## config.mk

```make
export PLATFORM = sky130hd
export DESIGN_NAME = awb_div
export DESIGN_NICKNAME = d
export VERILOG_FILES = /design/src/rtl/core/awb_pkg.sv /design/src/rtl/core/awb_div.sv
export SDC_FILE = /design/constraint.sdc
export NUM_CORES = 2
export LEC_CHECK = 0
export BUFFER_PORTS_ARGS = -buffer_cell sky130_fd_sc_hd__clkbuf_2
export CAP_MARGIN = 30
export CORE_ASPECT_RATIO = 1.25
export CORE_MARGIN = 2
export CORE_UTILIZATION = 35
export CTS_BUF_LIST = sky130_fd_sc_hd__clkbuf_16
export DETAILED_ROUTE_END_ITERATION = 10
export HOLD_SLACK_MARGIN = 0.06
export MAX_ROUTING_LAYER = met4
export PLACE_DENSITY = 0.61
export SLEW_MARGIN = 20
export SYNTH_ARGS = -nofsm -noshare
export SYNTH_HDL_FRONTEND = slang
export SYNTH_SLANG_ARGS = --single-unit
export TNS_END_PERCENT = 30
```

## constraint.sdc

```tcl
create_clock -name clk -period 6.05 [get_ports clk]
set_clock_uncertainty 0.1 [all_clocks]
set_input_delay 1.21 -clock clk [delete_from_list [all_inputs] [get_ports clk]]
set_output_delay 1.21 -clock clk [all_outputs]
set_load 0.02 [all_outputs]
```

## src/rtl/core/awb_pkg.sv

```systemverilog
// ----------------------------------------------------------------------------
// awb_pkg: shared types and constants for the AWB gain normalizer
// Item structs, status codes, divider sizes and the saturation helper.
// ----------------------------------------------------------------------------
`default_nettype none
package awb_pkg;

  localparam int DIV_NW = 25;   // dividend width of the divider pipeline
  localparam int DIV_DW = 16;   // divisor width

  localparam logic [15:0] UNITY_GAIN = 16'h0100;
  localparam logic [15:0] RATIO_ONE  = 16'd512;
  localparam logic [15:0] SAT16      = 16'hFFFF;

  typedef enum logic [1:0] {
    ST_OK         = 2'd0,
    ST_MEAS_ZERO  = 2'd1,
    ST_RATIO_ZERO = 2'd2
  } status_t;

  typedef struct packed {
    logic [15:0] measured_rg;
    logic [15:0] measured_bg;
    logic [15:0] golden_rg;
    logic [15:0] golden_bg;
  } in_item_t;

  typedef struct packed {
    logic [15:0] red_gain;
    logic [15:0] green_gain;
    logic [15:0] blue_gain;
    status_t     status;
  } out_item_t;

  // Clamp a quotient to 16 bits
  function automatic logic [15:0] sat16(input logic [DIV_NW-1:0] v);
    logic [15:0] r;
    if (v[DIV_NW-1:16] != '0) r = SAT16;
    else r = v[15:0];
    return r;
  endfunction

endpackage
`default_nettype wire

```

## src/rtl/core/awb_div.sv

```systemverilog
// ----------------------------------------------------------------------------
// awb_div: pipelined restoring divider
// One quotient bit per stage, DIV_NW stages, advances when en is high.
// ----------------------------------------------------------------------------
`default_nettype none
module awb_div
  import awb_pkg::*;
(
  input  wire logic              clk,
  input  wire logic              en,
  input  wire logic [DIV_NW-1:0] num,
  input  wire logic [DIV_DW-1:0] den,
  output logic      [DIV_NW-1:0] quo
);

  logic [DIV_DW-1:0] rem_r [DIV_NW];
  logic [DIV_NW-1:0] num_r [DIV_NW];
  logic [DIV_DW-1:0] den_r [DIV_NW];
  logic [DIV_DW-1:0] rem_nxt [DIV_NW];
  logic [DIV_NW-1:0] num_nxt [DIV_NW];
  logic [DIV_DW-1:0] den_nxt [DIV_NW];

  // Compare-subtract per stage; quotient bits shift in at the bottom
  always_comb begin
    logic [DIV_DW-1:0] rem_in;
    logic [DIV_NW-1:0] num_in;
    logic [DIV_DW-1:0] den_in;
    logic [DIV_DW:0]   trial;
    logic [DIV_DW:0]   diff;
    logic              ge;
    for (int s = 0; s < DIV_NW; s++) begin
      if (s == 0) begin
        rem_in = '0;
        num_in = num;
        den_in = den;
      end else begin
        rem_in = rem_r[s-1];
        num_in = num_r[s-1];
        den_in = den_r[s-1];
      end
      trial = {rem_in, num_in[DIV_NW-1]};
      ge    = trial >= {1'b0, den_in};
      diff  = trial - {1'b0, den_in};
      rem_nxt[s] = ge ? diff[DIV_DW-1:0] : trial[DIV_DW-1:0];
      num_nxt[s] = {num_in[DIV_NW-2:0], ge};
      den_nxt[s] = den_in;
    end
  end

  // Advance all stages together
  always_ff @(posedge clk) begin
    if (en) begin
      for (int s = 0; s < DIV_NW; s++) begin
        rem_r[s] <= rem_nxt[s];
        num_r[s] <= num_nxt[s];
        den_r[s] <= den_nxt[s];
      end
    end
  end

  assign quo = num_r[DIV_NW-1];

endmodule
`default_nettype wire

```

==> metrics.yaml <==
global_route:
  grt_use_total: 0.134
  grt_pass1_vias: 38716
  grt_use_met1: 0.123
  grt_util_met2: 0.258
  grt-ovfl-total: 0
  grt_pass1_wl_mm: 197
  grt_use_met3: 0.0243
  grt_max_degree: 169
  antenna_found_initial: 1
  grt_most_used_layer: "met2"
clocking:
  htree_levels: 4
  clk_pin_slew_ps: 60
  cts_buffers: 152
  tritoncts: "built"
  cts_setup_buffers: 0
  cts_resized: 0
  clk_latency_ps: 800
  hold_buffers: 0
  cts_sinks: 1393
  cts-root-buf: "clkbuf_16"
  clockBufferDepth: 3
timing:
  finalCritPeriodShare: 0.641
  slew_headroom: 0.316
  tns_ps: 0
  setup_viol_count_final: 0
  max_freq_ghz: 0.258
  finalHoldViolations: 0
  rsz0062_at_grt: "no"
  worstMarginPinSlew_ps: 1030
  post-route-min-period_ps: 3880
  report.final.slew_viol_count: 0
routing:
  via_per_inst: 4.93
  num_vias: 36859
  drt-total-wl_mm: 123
  first_pass_iters: 7
  drtIter0Drc: 1937
  ant_nets: 0
  post_drt_wl_per_cell_um: 16.5
  drcViolationCount: 0
yosys:
  synth_fa_ha_area_frac: 0.0812
  ys_ff_latch: 1393
  synthArstFlopShare: 0
  synth.mux.area_fraction: 0.0416
  synth_edf_count: 1393
  avgSynthCellArea_um2: 13.7
  synth_area_um2: 65100
  netlist_instances: 4769
  synth_compound_area_frac: 0.0976
  synth.distinct_cells: 89
  synth_top_family_by_area: "compound AO/OA/AOI/OAI gates"
  ys_warn_count: 0
  syn_nets: 5221
  synth_flop_cell: "edfxtp_1"
  synth_xor_area_frac: 0.0330
  yosys.area_share.simple: 0.0682
  yosysSeqAreaShare: 0.642
flow_run:
  max-cap-violations: 0
setup_path:
  r2r_slack_ps: 2170
  cp_data_required_time_ps: 6490
  rr_startpoint: "den_r[1][65]"
  path_class: "reg2reg"
  reg2reg_to: "rem_r[1][83]"
  arrival_ps: 4320
  reg2reg_depth: 11
  startpoint_type: "flip-flop"
  end_kind: "flip-flop"
  worstPathMaxFanout: 17
final_layout:
  areaGrowthSynthToFinish_pct: 12.8
  stdcell_area_um2: 73400
  postLayoutCoreUtil: 0.396
  drive_gt1_frac: 0.102
  final_net_count: 5388
place:
  io_buffers: 67
  dpl_cell_area_um2: 68500
  gp_congestion: 0.884
  dpl.hpwl_mm: 88.0
power:
  finalPower_uw: 36500
  powerDensity_nw_per_um2: 497
  peakVddDrop_uv: 252
  p_leak_uw: 0.0283
die:
  ioPinCount: 68
  rows: 177
  die_x_um: 390
  core-area_um2: 185000
  die_area_um2: 190000
  fp.dieH_um: 486
  initial_core_util: 0.351
worst_hold_path:
  min_path_type: "reg2reg"
  worstHoldStart: "num_r[1][4]"
  hold_end: "num_r[1][30]"
  hold_depth: 0
outcome:
  outcome: "completed"
## layout make-up
cell class,count,area [µm²]
inverter,492,1850
clock buffer,152,3800
sequential,1393,41800
fill,17075,112000
tap,2416,3020
multi-input combinational,2793,21000
antenna,1,2.50
clock inverter,125,1140
timing repair buffer,104,772
## logic make-up after synthesis
logic type,after synthesis
AOI/OAI and AO/OA,990
xor gates and xnor gates,245
adders and majority gates,409
buffers and inverters,583
DFF,1393
muxes,240
and+or+nand+nor,909
## sequential cells by signal, indices dropped and copies added (netlist names)
name / cells
rem_r: 384
den_r: 384
num_r: 625
## power breakdown
| group | switching [µW] | internal (µW) | leakage [µW] | total [µW] |
|---|---|---|---|---|
| Sequential | 928 | 13300 | 0.0136 | 14300 |
| Combinational | 7250 | 5940 | 0.0122 | 13200 |
| Clock | 3860 | 5190 | 0.00251 | 9050 |
| Total | 12000 | 24500 | 0.0283 | 36500 |
## worst max-delay path by stage
stage,startpoint,to,slack [ps],cells after the start
final,den_r[1][65],rem_r[1][83],2170,11
after global routing,den_r[1][65],rem_r[1][83],1940,11
after detailed placement,den_r[1][65],rem_r[1][83],2150,11
after global placement,den_r[1][65],rem_r[1][83],2220,11
after floorplan,num[24],rem_r[0][0],2860,9
after CTS,den_r[1][65],rem_r[1][83],2140,11
## worst max-delay path, stage by stage, from the launching register on
cell and delay [ps]:
edfxtp_1 390, inv_1 60, ha_1 300, nor2b_1 140
o31a_1 290, or4b_1 540, a41o_1 320, a221oi_2 320
o31a_1 620, buf_4 320, a211oi_1 70, a21o_1 160
## stage by stage
| stage | cells | worst slack [ps] | hold WS, ps |
|---|---|---|---|
| 2_1_floorplan | 4769 | 2860 | 300 |
| 3_3_place_gp | 7191 | 2220 | 301 |
| 3_5_place_dp | 7197 | 2150 | 305 |
| 4_1_cts | 7474 | 2140 | 296 |
| 5_1_grt | 7476 | 1940 | 303 |
| 6_report | 7476 | 2170 | 298 |
## cell usage after synthesis, types with 30 or more instances
library cell  number  area, µm²
a211oi_1          44        330
mux2i_1           41        410
o21a_1            56        420
a31oi_1           37        231
o31a_1            34        298
nor2b_1           80        500
nand2b_1          52        325
mux2_1            49        552
nand2_1          241        905
a21o_1            87        653
ha_1             386       4830
nand4_1           48        300
mux2_2           135       1520
nor2_1           221        830
o21ai_0          234       1170
a21oi_1          261       1310
o31ai_1           38        285
edfxtp_1        1393      41800
o21bai_1          30        225
inv_1            490       1840
xor2_1           103        902
nand3_1           66        330
clkbuf_1          45        169
xnor2_1          142       1240
nor3_1            66        330
## layout by cell type, fill, tap and decap left out, types with 18 or more instances in the layout
cell / Yosys / final
o31ai_1: 38 / 38
nand2b_1: 52 / 52
nand4_1: 48 / 48
mux2i_1: 41 / 41
a31oi_1: 37 / 36
clkbuf_16: 0 / 152
o31a_1: 34 / 34
nor2b_1: 80 / 80
o21ai_1: 26 / 27
mux2_1: 49 / 49
nor2_1: 221 / 221
o21ai_0: 234 / 232
nor3_1: 66 / 66
xor2_1: 103 / 103
inv_1: 490 / 519
a21o_1: 87 / 87
clkbuf_2: 0 / 66
fa_1: 23 / 23
o21a_1: 56 / 56
a211oi_1: 44 / 43
a21boi_0: 18 / 18
buf_4: 28 / 21
clkinv_2: 0 / 25
and3_1: 27 / 27
o21bai_1: 30 / 30
nand3_1: 66 / 66
nand2_1: 241 / 241
edfxtp_1: 1393 / 1393
xnor2_1: 142 / 142
a21oi_1: 261 / 261
or3_1: 29 / 29
clkinv_1: 0 / 32
ha_1: 386 / 386
mux2_2: 135 / 135
## routing by layer
layer  share of wire  up-vias
li1                -    18085
met1            0.35    17855
met2            0.56      588
met3           0.030      331
met4           0.052        0
met5               0        -
Note: power is estimated with default switching activity, not from simulation.
